===== src/rtl/core/kbsr_pkg.sv =====
// ----------------------------------------------------------------------------
// kbsr_pkg
// Shared types, register codes and key translation tables for the keyboard
// scan report builder.
// ----------------------------------------------------------------------------
`default_nettype none

package kbsr_pkg;

   localparam int KEY_W     = 8;
   localparam int CODE_W    = 8;
   localparam int MOD_W     = 8;
   localparam int OUT_SLOTS = 6;

   // configuration register indexes
   localparam logic CSR_ENABLE = 1'b0;
   localparam logic CSR_LAYOUT = 1'b1;

   localparam logic [1:0] LAYOUT_QWERTY = 2'd0;
   localparam logic [1:0] LAYOUT_AZERTY = 2'd1;

   typedef struct packed {
      logic             en;
      logic [KEY_W-1:0] addr;
   } map_rd_type;

   typedef struct packed {
      logic             en;
      logic [KEY_W-1:0] addr;
      logic             data;
   } map_wr_type;

   typedef struct packed {
      logic [MOD_W-1:0]                 mods;
      logic [OUT_SLOTS-1:0][CODE_W-1:0] codes;
   } report_type;

   // entries the two layouts have in common
   function automatic logic [CODE_W-1:0] common_code(input logic [KEY_W-1:0] key);
      logic [CODE_W-1:0] code;
      code = '0;
      if (key >= 8'd49 && key <= 8'd57)
         code = key - 8'd19;
      else if (key >= 8'd97 && key <= 8'd105)
         code = key - 8'd8;
      else if (key >= 8'd112 && key <= 8'd123)
         code = key - 8'd54;
      else begin
         unique case (key)
            8'd8:    code = 8'h2A;
            8'd9:    code = 8'h2B;
            8'd13:   code = 8'h28;
            8'd19:   code = 8'h48;
            8'd20:   code = 8'h39;
            8'd27:   code = 8'h29;
            8'd32:   code = 8'h2C;
            8'd33:   code = 8'h4B;
            8'd34:   code = 8'h4E;
            8'd35:   code = 8'h4D;
            8'd36:   code = 8'h4A;
            8'd37:   code = 8'h50;
            8'd38:   code = 8'h52;
            8'd39:   code = 8'h4F;
            8'd40:   code = 8'h51;
            8'd44:   code = 8'h46;
            8'd45:   code = 8'h49;
            8'd46:   code = 8'h4C;
            8'd48:   code = 8'h27;
            8'd96:   code = 8'h62;
            8'd106:  code = 8'h55;
            8'd107:  code = 8'h57;
            8'd109:  code = 8'h56;
            8'd110:  code = 8'h63;
            8'd111:  code = 8'h54;
            8'd144:  code = 8'h53;
            8'd145:  code = 8'h47;
            default: code = '0;
         endcase
      end
      return code;
   endfunction

   function automatic logic [CODE_W-1:0] qwerty_code(input logic [KEY_W-1:0] key);
      logic [CODE_W-1:0] code;
      code = common_code(key);
      if (key >= 8'd65 && key <= 8'd90)
         code = key - 8'd61;
      else begin
         unique case (key)
            8'd186:  code = 8'h33;
            8'd187:  code = 8'h2E;
            8'd188:  code = 8'h36;
            8'd189:  code = 8'h2D;
            8'd190:  code = 8'h37;
            8'd191:  code = 8'h38;
            8'd192:  code = 8'h35;
            8'd219:  code = 8'h2F;
            8'd220:  code = 8'h32;
            8'd221:  code = 8'h30;
            8'd222:  code = 8'h34;
            default: ;
         endcase
      end
      return code;
   endfunction

   function automatic logic [CODE_W-1:0] azerty_code(input logic [KEY_W-1:0] key);
      logic [CODE_W-1:0] code;
      code = common_code(key);
      if (key >= 8'd65 && key <= 8'd90) begin
         unique case (key)
            8'd65:   code = 8'h14;
            8'd77:   code = 8'h33;
            8'd81:   code = 8'h04;
            8'd87:   code = 8'h1D;
            8'd90:   code = 8'h1A;
            default: code = key - 8'd61;
         endcase
      end else begin
         unique case (key)
            8'd186:  code = 8'h30;
            8'd187:  code = 8'h2E;
            8'd188:  code = 8'h10;
            8'd190:  code = 8'h36;
            8'd191:  code = 8'h37;
            8'd192:  code = 8'h34;
            8'd219:  code = 8'h2D;
            8'd220:  code = 8'h32;
            8'd221:  code = 8'h2F;
            8'd223:  code = 8'h38;
            default: ;
         endcase
      end
      return code;
   endfunction

   function automatic logic [CODE_W-1:0] translate(input logic [1:0]       layout,
                                                   input logic [KEY_W-1:0] key);
      logic [CODE_W-1:0] code;
      unique case (layout)
         LAYOUT_QWERTY: code = qwerty_code(key);
         LAYOUT_AZERTY: code = azerty_code(key);
         default:       code = '0;
      endcase
      return code;
   endfunction

endpackage

`default_nettype wire


===== src/rtl/core/kbsr_map_ram.sv =====
// ----------------------------------------------------------------------------
// kbsr_map_ram
// Key down-map: 1-bit synchronous RAM with registered read and per-entry
// valid bits so the map reads as all up right after reset.
// ----------------------------------------------------------------------------
`default_nettype none

module kbsr_map_ram
   import kbsr_pkg::*;
#(
   parameter int KEY_COUNT = 256
) (
   input  wire logic       clock,
   input  wire logic       reset,
   input  wire map_rd_type map_rd,
   input  wire map_wr_type map_wr,
   output logic            rd_data
);

   localparam int AW = (KEY_COUNT > 1) ? $clog2(KEY_COUNT) : 1;
   localparam logic [KEY_W:0] KEY_LIMIT = (KEY_W+1)'(KEY_COUNT);

   logic                 mem [KEY_COUNT];
   logic [KEY_COUNT-1:0] valid_ff;
   logic [KEY_COUNT-1:0] valid_in;
   logic                 rd_data_ff;
   logic                 rd_hit;
   logic                 wr_hit;

   assign rd_hit = ({1'b0, map_rd.addr} < KEY_LIMIT);
   assign wr_hit = map_wr.en && ({1'b0, map_wr.addr} < KEY_LIMIT);

   always_comb begin
      valid_in = valid_ff;
      if (wr_hit)
         valid_in[map_wr.addr[AW-1:0]] = 1'b1;
   end

   always_ff @(posedge clock) begin
      if (reset)
         valid_ff <= '0;
      else
         valid_ff <= valid_in;
   end

   always_ff @(posedge clock) begin
      if (wr_hit)
         mem[map_wr.addr[AW-1:0]] <= map_wr.data;
   end

   // read before write; the controller forwards a same-cycle write
   always_ff @(posedge clock) begin
      if (map_rd.en)
         rd_data_ff <= rd_hit && valid_ff[map_rd.addr[AW-1:0]] &&
                       mem[map_rd.addr[AW-1:0]];
   end

   assign rd_data = rd_data_ff;

endmodule

`default_nettype wire


===== src/rtl/core/kbsr_scan_ctl.sv =====
// ----------------------------------------------------------------------------
// kbsr_scan_ctl
// Sample stage: compares a sample against the down-map, translates new
// presses, fills report slots and closes the scan.
// ----------------------------------------------------------------------------
`default_nettype none

module kbsr_scan_ctl
   import kbsr_pkg::*;
#(
   parameter int KEY_COUNT  = 256,
   parameter int SLOT_COUNT = 6
) (
   input  wire logic             clock,
   input  wire logic             reset,
   input  wire logic             enable,
   input  wire logic [1:0]       layout,
   input  wire logic             accept,
   input  wire logic             advance,
   input  wire logic [KEY_W-1:0] key_number,
   input  wire logic             key_down,
   input  wire logic [MOD_W-1:0] modifier_bits,
   input  wire logic             scan_end,
   input  wire logic             map_rd_data,
   output map_rd_type            map_rd,
   output map_wr_type            map_wr,
   output logic                  closing,
   output logic                  emit,
   output report_type            report
);

   localparam int SW = $clog2(SLOT_COUNT + 1);
   localparam logic [SW-1:0]  SLOT_LIMIT = SW'(SLOT_COUNT);
   localparam logic [KEY_W:0] KEY_LIMIT  = (KEY_W+1)'(KEY_COUNT);

   logic                     s1_valid_ff, s1_valid_in;
   logic [KEY_W-1:0]         s1_key_ff;
   logic                     s1_down_ff;
   logic [MOD_W-1:0]         s1_mods_ff;
   logic                     s1_last_ff;

   logic                     byp_valid_ff;
   logic [KEY_W-1:0]         byp_addr_ff;
   logic                     byp_data_ff;

   logic [SW-1:0]            slots_ff, slots_in, slots_inc;
   logic                     change_ff, change_in, change_tmp;
   logic [MOD_W-1:0]         prev_mods_ff, prev_mods_in;
   logic [CODE_W-1:0]        codes_ff  [SLOT_COUNT];
   logic [CODE_W-1:0]        codes_in  [SLOT_COUNT];
   logic [CODE_W-1:0]        codes_tmp [SLOT_COUNT];

   logic                     prev_bit;
   logic                     in_range;
   logic                     full;
   logic                     changed;
   logic                     take_code;
   logic                     wr_en;
   logic [CODE_W-1:0]        code;

   assign map_rd.en   = accept;
   assign map_rd.addr = key_number;

   assign s1_valid_in = advance ? (accept && enable) : s1_valid_ff;

   always_ff @(posedge clock) begin
      if (reset)
         s1_valid_ff <= 1'b0;
      else
         s1_valid_ff <= s1_valid_in;
   end

   always_ff @(posedge clock) begin
      if (accept) begin
         s1_key_ff  <= key_number;
         s1_down_ff <= key_down;
         s1_mods_ff <= modifier_bits;
         s1_last_ff <= scan_end;
      end
   end

   // the write of the previous sample lands on the same edge as this read
   assign prev_bit = (byp_valid_ff && byp_addr_ff == s1_key_ff) ? byp_data_ff
                                                                : map_rd_data;

   assign in_range  = ({1'b0, s1_key_ff} < KEY_LIMIT);
   assign full      = (slots_ff >= SLOT_LIMIT);
   assign code      = translate(layout, s1_key_ff);
   assign slots_inc = slots_ff + SW'(1);
   assign changed   = !full && in_range && (s1_down_ff != prev_bit);
   assign take_code = changed && s1_down_ff && (code != '0);
   // the press that fills the last slot is collected but not recorded
   assign wr_en     = changed && (!s1_down_ff ||
                                  (code != '0 && slots_inc < SLOT_LIMIT));

   assign change_tmp = change_ff || wr_en ||
                       (s1_last_ff && s1_mods_ff != prev_mods_ff);

   always_comb begin
      for (int j = 0; j < SLOT_COUNT; j++) begin
         codes_tmp[j] = codes_ff[j];
         if (take_code && slots_ff == SW'(j))
            codes_tmp[j] = code;
      end
   end

   always_comb begin
      slots_in     = slots_ff;
      change_in    = change_ff;
      prev_mods_in = prev_mods_ff;
      codes_in     = codes_ff;
      if (s1_valid_ff && advance) begin
         if (s1_last_ff) begin
            slots_in     = '0;
            change_in    = 1'b0;
            prev_mods_in = s1_mods_ff;
            for (int j = 0; j < SLOT_COUNT; j++)
               codes_in[j] = '0;
         end else begin
            slots_in  = take_code ? slots_inc : slots_ff;
            change_in = change_tmp;
            codes_in  = codes_tmp;
         end
      end
   end

   always_ff @(posedge clock) begin
      if (reset) begin
         slots_ff     <= '0;
         change_ff    <= 1'b0;
         prev_mods_ff <= '0;
         for (int j = 0; j < SLOT_COUNT; j++)
            codes_ff[j] <= '0;
         byp_valid_ff <= 1'b0;
      end else begin
         slots_ff     <= slots_in;
         change_ff    <= change_in;
         prev_mods_ff <= prev_mods_in;
         codes_ff     <= codes_in;
         if (advance)
            byp_valid_ff <= map_wr.en;
      end
   end

   always_ff @(posedge clock) begin
      if (advance) begin
         byp_addr_ff <= s1_key_ff;
         byp_data_ff <= s1_down_ff;
      end
   end

   assign map_wr.en   = s1_valid_ff && advance && wr_en;
   assign map_wr.addr = s1_key_ff;
   assign map_wr.data = s1_down_ff;

   assign closing = s1_valid_ff && s1_last_ff;
   assign emit    = closing && change_tmp;

   always_comb begin
      report.mods = s1_mods_ff;
      for (int j = 0; j < OUT_SLOTS; j++) begin
         if (j < SLOT_COUNT)
            report.codes[j] = codes_tmp[j];
         else
            report.codes[j] = '0;
      end
   end

endmodule

`default_nettype wire


===== src/rtl/core/keyboard_scan_report_builder.sv =====
// ----------------------------------------------------------------------------
// keyboard_scan_report_builder
// Builds boot-keyboard style reports from per-key scan samples.
// ----------------------------------------------------------------------------
//  channel | direction | handshake           | beat
//  req_    | in        | req_valid/req_stall | one key sample
//  rsp_    | out       | rsp_valid/rsp_stall | one report (modifiers + 6 codes)
//  csr_    | in        | csr_valid/csr_ready | register index + data
//
//  One sample per cycle unless req_stall is high. A sample reads the down-map
//  RAM on acceptance and is resolved from the registered read, with the write
//  forwarded to the sample behind. A report leaves through an output register
//  loaded as its scan-end sample advances. req_stall rises only while a
//  scan-end sample waits behind a stalled report. On reset the map reads all up.
// ----------------------------------------------------------------------------
`default_nettype none

module keyboard_scan_report_builder
   import kbsr_pkg::*;
#(
   parameter int KEY_COUNT  = 256,
   parameter int SLOT_COUNT = 6
) (
   input  wire logic              clock,
   input  wire logic              reset,
   input  wire logic              req_valid,
   output logic                   req_stall,
   input  wire logic [KEY_W-1:0]  req_key_number,
   input  wire logic              req_key_down,
   input  wire logic [MOD_W-1:0]  req_modifier_bits,
   input  wire logic              req_scan_end,
   output logic                   rsp_valid,
   input  wire logic              rsp_stall,
   output logic [MOD_W-1:0]       rsp_report_modifiers,
   output logic [CODE_W-1:0]      rsp_code_slot_a,
   output logic [CODE_W-1:0]      rsp_code_slot_b,
   output logic [CODE_W-1:0]      rsp_code_slot_c,
   output logic [CODE_W-1:0]      rsp_code_slot_d,
   output logic [CODE_W-1:0]      rsp_code_slot_e,
   output logic [CODE_W-1:0]      rsp_code_slot_f,
   input  wire logic              csr_valid,
   output logic                   csr_ready,
   input  wire logic              csr_index,
   input  wire logic [1:0]        csr_data
);

   logic       enable_ff, enable_in;
   logic [1:0] layout_ff, layout_in;
   logic       rsp_valid_ff, rsp_valid_in;
   report_type rsp_report_ff;

   logic       advance;
   logic       accept;
   logic       closing;
   logic       emit;
   logic       map_rd_data;
   map_rd_type map_rd;
   map_wr_type map_wr;
   report_type report;

   assign csr_ready = 1'b1;

   always_comb begin
      enable_in = enable_ff;
      layout_in = layout_ff;
      if (csr_valid) begin
         unique case (csr_index)
            CSR_ENABLE: enable_in = csr_data[0];
            CSR_LAYOUT: layout_in = csr_data;
            default:    ;
         endcase
      end
   end

   always_ff @(posedge clock) begin
      if (reset) begin
         enable_ff <= 1'b0;
         layout_ff <= LAYOUT_QWERTY;
      end else begin
         enable_ff <= enable_in;
         layout_ff <= layout_in;
      end
   end

   assign advance   = !(closing && rsp_valid_ff && rsp_stall);
   assign req_stall = !advance;
   assign accept    = req_valid && advance;

   kbsr_map_ram #(
      .KEY_COUNT (KEY_COUNT)
   ) u_map_ram (
      .clock   (clock),
      .reset   (reset),
      .map_rd  (map_rd),
      .map_wr  (map_wr),
      .rd_data (map_rd_data)
   );

   kbsr_scan_ctl #(
      .KEY_COUNT  (KEY_COUNT),
      .SLOT_COUNT (SLOT_COUNT)
   ) u_scan_ctl (
      .clock         (clock),
      .reset         (reset),
      .enable        (enable_ff),
      .layout        (layout_ff),
      .accept        (accept),
      .advance       (advance),
      .key_number    (req_key_number),
      .key_down      (req_key_down),
      .modifier_bits (req_modifier_bits),
      .scan_end      (req_scan_end),
      .map_rd_data   (map_rd_data),
      .map_rd        (map_rd),
      .map_wr        (map_wr),
      .closing       (closing),
      .emit          (emit),
      .report        (report)
   );

   always_comb begin
      rsp_valid_in = rsp_valid_ff && rsp_stall;
      if (advance && emit)
         rsp_valid_in = 1'b1;
   end

   always_ff @(posedge clock) begin
      if (reset)
         rsp_valid_ff <= 1'b0;
      else
         rsp_valid_ff <= rsp_valid_in;
   end

   always_ff @(posedge clock) begin
      if (advance && emit)
         rsp_report_ff <= report;
   end

   assign rsp_valid            = rsp_valid_ff;
   assign rsp_report_modifiers = rsp_report_ff.mods;
   assign rsp_code_slot_a      = rsp_report_ff.codes[0];
   assign rsp_code_slot_b      = rsp_report_ff.codes[1];
   assign rsp_code_slot_c      = rsp_report_ff.codes[2];
   assign rsp_code_slot_d      = rsp_report_ff.codes[3];
   assign rsp_code_slot_e      = rsp_report_ff.codes[4];
   assign rsp_code_slot_f      = rsp_report_ff.codes[5];

endmodule

`default_nettype wire


===== config.mk =====
export PLATFORM = sky130hd
export DESIGN_NAME = keyboard_scan_report_builder
export DESIGN_NICKNAME = d
export VERILOG_FILES = /design/src/rtl/core/kbsr_pkg.sv /design/src/rtl/core/kbsr_map_ram.sv /design/src/rtl/core/kbsr_scan_ctl.sv /design/src/rtl/core/keyboard_scan_report_builder.sv
export SDC_FILE = /design/constraint.sdc
export NUM_CORES = 1
export LEC_CHECK = 0
export CAP_MARGIN = 10
export CORE_MARGIN = 8
export CORE_UTILIZATION = 30
export CTS_CLUSTER_DIAMETER = 120
export DETAILED_ROUTE_END_ITERATION = 7
export DONT_BUFFER_PORTS = 1
export GPL_TIMING_DRIVEN = 1
export HOLD_SLACK_MARGIN = 0.03
export MAX_ROUTING_LAYER = met4
export PLACE_DENSITY_LB_ADDON = 0.08
export REMOVE_ABC_BUFFERS = 1
export SLEW_MARGIN = 0
export SYNTH_ARGS = -nofsm -noshare
export SYNTH_HDL_FRONTEND = slang
export SYNTH_HIERARCHICAL = 1
export SYNTH_SLANG_ARGS = --single-unit

===== constraint.sdc =====
create_clock -name clock -period 7.05 [get_ports clock]
set_input_delay 0.3525 -clock clock [delete_from_list [all_inputs] [get_ports clock]]
set_output_delay 0.3525 -clock clock [all_outputs]
set_load 0.02 [all_outputs]

## After elaboration in Yosys (flattened, before gate mapping)

Memories as Yosys holds them, arrays and structs flattened.
Index checks and enable logic that the tools add are counted.

| storage, ports and cells | value |
|---|---|
| flip-flop bits (word level) | 406 |
| latch bits | 0 |
| memory bits (writable) | 256 |
| memory bits (read-only) | 0 |
| bits of input ports | 26 |
| output and inout bits | 59 |
| logic and storage cells | 174 |
| memories kept | 1 |

| cells by class | value |
|---|---|
| add/subtract/negate cells | 5 |
| $mul | 0 |
| divide/modulo/power cells | 0 |
| $lt $le $gt $ge | 13 |
| eq/ne operators | 53 |
| shift operators | 0 |
| multiplexer cells | 28 |
| bitwise operators | 2 |
| reductions and logical operators | 43 |

Memories:

| name | depth | width | read ports | clocked after memory_dff | write ports | line | text |
|---|---|---|---|---|---|---|---|
| u_map_ram.mem | 256 | 1 | 1 | 0 | 1 | kbsr_map_ram.sv:23 | `logic mem [KEY_COUNT];` |

Operators with widths:

| operator | count |
|---|---|
| OR 256 bit | 1 |
| one-hot mux 7 bit (27 select lines) | 1 |
| == test 8 bit (second input constant) | 14 |
| == test 8 x 6 -> 1 bit (second input constant) | 13 |
| == test 8 x 7 -> 1 bit (second input constant) | 11 |
| two-way mux 8 bit | 11 |
| one-hot mux 8 bit (11 select lines) | 1 |
| one-hot mux 8 bit (10 select lines) | 1 |
| two-way mux 48 bit | 1 |
| one-hot mux 8 bit (5 select lines) | 1 |
| logical AND 1 bit | 29 |
| == test 8 x 4 -> 1 bit (second input constant) | 3 |
| == test 8 x 5 -> 1 bit (second input constant) | 3 |
| greater-or-equal comparator 8 x 7 -> 1 bit (second input constant) | 3 |
| less-or-equal comparator 8 x 7 -> 1 bit (second input constant) | 3 |
| less-than comparator 8 x 9 -> 1 bit (second input constant) | 2 |
| one-hot mux 8 bit (2 select lines) | 1 |
| subtractor 8 x 6 -> 8 bit (second input constant) | 2 |
| binary-select mux 1 bit (select 8 bit) | 1 |
| demux 1 bit (select 8 bit) | 1 |
| == test 8 bit | 1 |
| greater-or-equal comparator 8 x 1 -> 1 bit (second input constant) | 1 |
| greater-or-equal comparator 8 x 6 -> 1 bit (second input constant) | 1 |
| less-or-equal comparator 8 x 6 -> 1 bit (second input constant) | 1 |
| 21 further kinds | 37 |

## Logic depth before layout (Yosys ltp)

| depth | value |
|---|---|
| depth in word-level cells | 17 |
| depth in mapped cells | 22 |

## Cells and area by module

The synthesis kept the hierarchy.

Modules (own cells, without submodules):

| module | instances | cells an instance | area each (sq um) |
|---|---|---|---|
| kbsr_map_ram | 1 | 1879 | 19243.5 |
| kbsr_scan_ctl | 1 | 798 | 6607.6 |
| keyboard_scan_report_builder | 1 | 78 | 1879.3 |

## Least setup slack after synthesis

No wires, ideal clock.

| timing | value |
|---|---|
| path kind | flip-flop to flip-flop |
| start point | register u_scan_ctl.s1_key_ff[1] |
| end point | register rsp_report_ff (netlist bit rsp_code_slot_a[0]), enable pin |
| data arrival time | 4917 ps |
| slack | 1713 ps |
| cell stages (with the launch flop) | 15 |
| buffers on the path | 2 |
| clock period less this slack | 5337 ps |
| cell sequence | edfxtp_1 -> inv_1 -> ha_1 -> buf_2 -> nor4b_4 -> a21o_1 -> a21oi_1 -> or4_1 -> a211oi_2 -> and3b_1 -> and4_1 -> buf_2 -> o21a_1 -> o22ai_1 -> and2_1 |

| between the ends | value |
|---|---|
| longest elaborated chain between the ends | 16 |

Ends and longest elaborated chain:

| item | line | text |
|---|---|---|
| start: declaration | kbsr_scan_ctl.sv:37 | `logic [KEY_W-1:0] s1_key_ff;` |
| start signal: assignment | kbsr_scan_ctl.sv:75 | `s1_key_ff <= key_number;` |
| greater-or-equal comparator 8 x 7 -> 1 bit, or another cell as far along | kbsr_pkg.sv:46 | `else if (key >= 8'd112 && key <= 8'd123)` |
| logical AND 1 bit or one-hot mux 7 bit (27 select lines) (tied branches) | kbsr_pkg.sv:46, kbsr_pkg.sv:49 |  |
| two-way mux 8 bit | kbsr_pkg.sv:46 |  |
| two-way mux 8 bit | kbsr_pkg.sv:44 | `else if (key >= 8'd97 && key <= 8'd105)` |
| two-way mux 8 bit | kbsr_pkg.sv:42 | `if (key >= 8'd49 && key <= 8'd57)` |
| one-hot mux 8 bit (11 select lines) or one-hot mux 8 bit (10 select lines) (tied branches) | kbsr_pkg.sv:89, kbsr_pkg.sv:120 |  |
| two-way mux 8 bit, on equally long branches | kbsr_pkg.sv:86, kbsr_pkg.sv:110 |  |
| one-hot mux 8 bit (2 select lines) | kbsr_pkg.sv:140 | `unique case (layout)` |
| nonzero test 8 bit | kbsr_scan_ctl.sv:94 | `(code != '0 && slots_inc < SLOT_LIMIT));` |
| logical AND 1 bit | kbsr_scan_ctl.sv:94 |  |
| logical OR 1 bit | kbsr_scan_ctl.sv:93 | `assign wr_en = changed && (!s1_down_ff \|\|` |
| logical AND 1 bit * | kbsr_scan_ctl.sv:93 |  |
| logical OR 1 bit * (2 in a row) | kbsr_scan_ctl.sv:96 | `assign change_tmp = change_ff \|\| wr_en \|\|` |
| logical AND 1 bit * | kbsr_scan_ctl.sv:157 | `assign emit = closing && change_tmp;` |
| via emit | keyboard_scan_report_builder.sv:55 | `logic emit;` |
| logical AND 1 bit * | keyboard_scan_report_builder.sv:135 | `if (advance && emit)` |
| end signal: assignment | keyboard_scan_report_builder.sv:136 | `rsp_report_ff <= report;` |
| end: declaration | keyboard_scan_report_builder.sv:50 | `report_type rsp_report_ff;` |

Mark *: on every way through the listed nets, which the timed path passes. The rest lies on a longest branch.
A chain may end at the register's enable or synchronous reset.

==> impl_results.md <==
- Worst-path clk slew: approximately 0.060 ns
- Die area: just over 0.1 sq mm
- Layout cells sized above 1: 9.48%
- Slew headroom: -2.31%
- Register area share after synthesis: 60.1%
- Cell row count: between 100 and 150
- CTS tree: yes
- HP Class: in2reg
- Critical path required time: about 7.4 ns
- Peak supply drop: 0.165 mV
- Num CTS Buffers: 77
- Fin crit share: 85.7%
- Post-synth cell types: 93
- Syn avg cell area: approximately 10 sq um
- Worst Path Arrival: approximately 6.4 ns
- Sw frac: a little under a quarter
- Clock share of power: a little under half
- MaxCap Viol Count: 0
- Initial drt markers: about 1400
- Hold Buf Count CTS: 31
- Slew @ Worst Pin: about 1.5 ns
- Sw power: roughly 0.0020 W
- Initial antenna violation count: 2
- Port Buffer Count: 0
- Post-Route WL: about 90000 um
- Vias in the first global route: between 20000 and 25000
- Final nets: approximately 2800
- Post-CTS Resized: 0
- Core area: 0.0917 sq mm
- Highest Clock Rate: ~170 MHz
- Adder-Cell Fraction of Synth Area: 0.812%
- Synthesized-area fraction occupied by and/or/nand/nor cells: approximately a fifth
- Post-Syn Instances: roughly 2800
- Drt drc: 0
- Post-synth top flop: edfxtp_1
- Part of the power in registers: roughly 48%
- Yosys synthesis warning count: 6
- Cell internal pwr: 0.00660 W
- Run status: finished, violations left
- First-pass GRT wire length: roughly 130000 um
- RSZ-0062 raised after global routing: no
- Failing checks: max-slew violations
- Power per cell area: 273 mW/mm^2
- DIE WIDTH: around 320 um
- Antenna fix cells: 0
- RePlAce Congestion: around 0.82
- Post-synthesis cell area: about 0.028 sq mm
- Number of synthesized flops with an enable pin: 340
- Compound-Gate Fraction of Synth Area: around 11%
- Total Routing Usage GR: about 17%
- H-tree depth: 3
- Final hold vios: 0
- Root buf cell: clkbuf_16
- Drt wl/cell: approximately 22 um
- Setup-failing EPs final: 0
- Clk_lat worst skew: between 0.6 and 0.7 ns
- Via Count: between 20000 and 25000
- Final antenna-violating net count: 0
- Vias per cell: ~5
- Largest net degree at the start of global routing: around 270
- Gate power share: 5.7%
- IO Pins: 85
- Layout Cells excl Fill: between 3000 and 4000
- Period minus WS final: slightly above 6 ns
- Mux contribution to synthesized area: under 10%
- Crit end category: flop
- Final Max Tran Viols: slightly above 40
- Hpwl dp: between 50000 and 60000 um
- Async set-reset flop share out of synthesis: 0%
- Die Span Y: around 320 um
- Initial Utilization: a little under a third
- Xor/xnor cell area share of the yosys netlist: 0.821%
- Startpoint Class: flop
- Synthesis-to-finish area growth: 14.2%
- Post-CTS setup buffers: 0
- Drt first pass iters: 5
- Setup tns final: 0 ns
- Flip-flop and latch count after synthesis: between 600 and 700
- Final Skew: about 0.043 ns
- WHS: between 0.08 and 0.09 ns
- Area of placed instances: 0.0287 sq mm
- Max clock buf depth: 3
- Static Leak: 10.0 nW
- Crit Path Category: reg2reg
- Main combinational cell family by area after synthesis: simple AND/OR/NAND/NOR gates
- GR Overflow Total: 0
- Max Fanout on Critical Path: 18
- Sink Count: around 660
- Inst Count DP: around 3800
- Design Area, Final: about 0.032 sq mm
-- through the flow --
stage	utilization, %	power (W)	worst slack (ns)
floorplan	-	0.00445	1.34
global placement	31.3	0.00464	1.16
detailed placement	31.3	0.00464	0.975
CTS	34.5	0.00878	0.962
global route	34.5	0.00895	0.613
finish	34.5	0.00865	1.01
-- layer usage --
| layer | wire (um) | vias up | GRT usage (%) | share of wire, % |
|---|---|---|---|---|
| met4 | 2230 | 0 | 4.61 | 2.5 |
| met5 | 0 | - | - | 0 |
| met2 | 43000 | 429 | 29.0 | 49 |
| li1 | - | 9680 | - | - |
| met3 | 2960 | 126 | 1.94 | 3.4 |
| met1 | 39900 | 10100 | 21.9 | 45 |
-- cells in the mapped netlist, drive strengths merged, types with 24 or more instances --
master,count,area (sq um)
buf,75,467
dfxtp,322,6450
clkbuf,98,368
nor2b,31,194
a22oi,36,270
edfxtp,340,10200
o21ba,30,300
o211ai,92,691
inv,28,105
nand2,243,912
xnor2,24,210
mux2,40,454
nor2,752,2840
o21ai,113,569
nand3,160,801
a21oi,49,257
-- cells in the final DEF (no fill, tap or decap), drive strengths merged, types with 22 or more instances in the layout --
cell type    instances
nor2               752
edfxtp             340
dfxtp              322
nand2              243
nand3              160
o21ai              113
clkbuf             109
o211ai              92
a21oi               49
mux2                40
buf                 39
a22oi               36
nor2b               31
inv                 31
o21ba               30
dlygate4sd3         29
clkinv              27
xnor2               24
nor3                22
nand4               22
-- critical path: stages, from the launching register on --
cell	delay, ns
edfxtp_1	0.32
buf_4	0.25
inv_1	0.17
ha_1	0.50
nor4b_4	0.46
a21o_1	0.27
a21oi_1	0.16
or4_1	0.53
a211oi_2	0.60
and3b_1	0.28
and4_1	0.20
o21a_1	0.21
nor2_1	0.31
nor3b_1	0.43
nand2_1	0.65
nor2_1	0.40
-- layout make-up --
class,instances,area (sq um)
fillers,9219,60000
flip-flops and latches,662,16700
multi-input cells,1891,10100
clock buffers,109,2200
well taps,1186,1480
repair buffers,68,666
clock inverters,35,409
inverters,29,109
-- power groups by stage --
| stage | registers [W] | logic, W | clock network, W |
|---|---|---|---|
| after floorplan | 0.00422 | 0.000232 | 0 |
| after global placement | 0.00419 | 0.000450 | 0 |
| after detailed placement | 0.00419 | 0.000446 | 0 |
| after CTS | 0.00411 | 0.000501 | 0.00417 |
| after global routing | 0.00411 | 0.000534 | 0.00431 |
| final | 0.00411 | 0.000493 | 0.00405 |
-- final timing paths --
check / startpoint / endpoint / slack [ns] / cells after the start
hold / removal: reset / u_scan_ctl/slots_ff[1] / 0.08 / 2
setup reg to reg: u_scan_ctl/s1_key_ff[1] / u_map_ram/mem[178] / 1.01 / 15
hold reg to reg: u_map_ram/valid_ff[188] / u_map_ram/valid_ff[188] / 0.46 / 2
setup / recovery: u_scan_ctl/s1_key_ff[1] / u_map_ram/mem[178] / 1.01 / 15
-- cells by family after synthesis --
family | after synthesis
flops | 662
compound gates | 445
simple gates | 1352
mux | 49
xor+xnor | 26
buf+inv | 202
fa+ha+maj | 18
other cells | 1
Power figures use the tool's default switching activity.
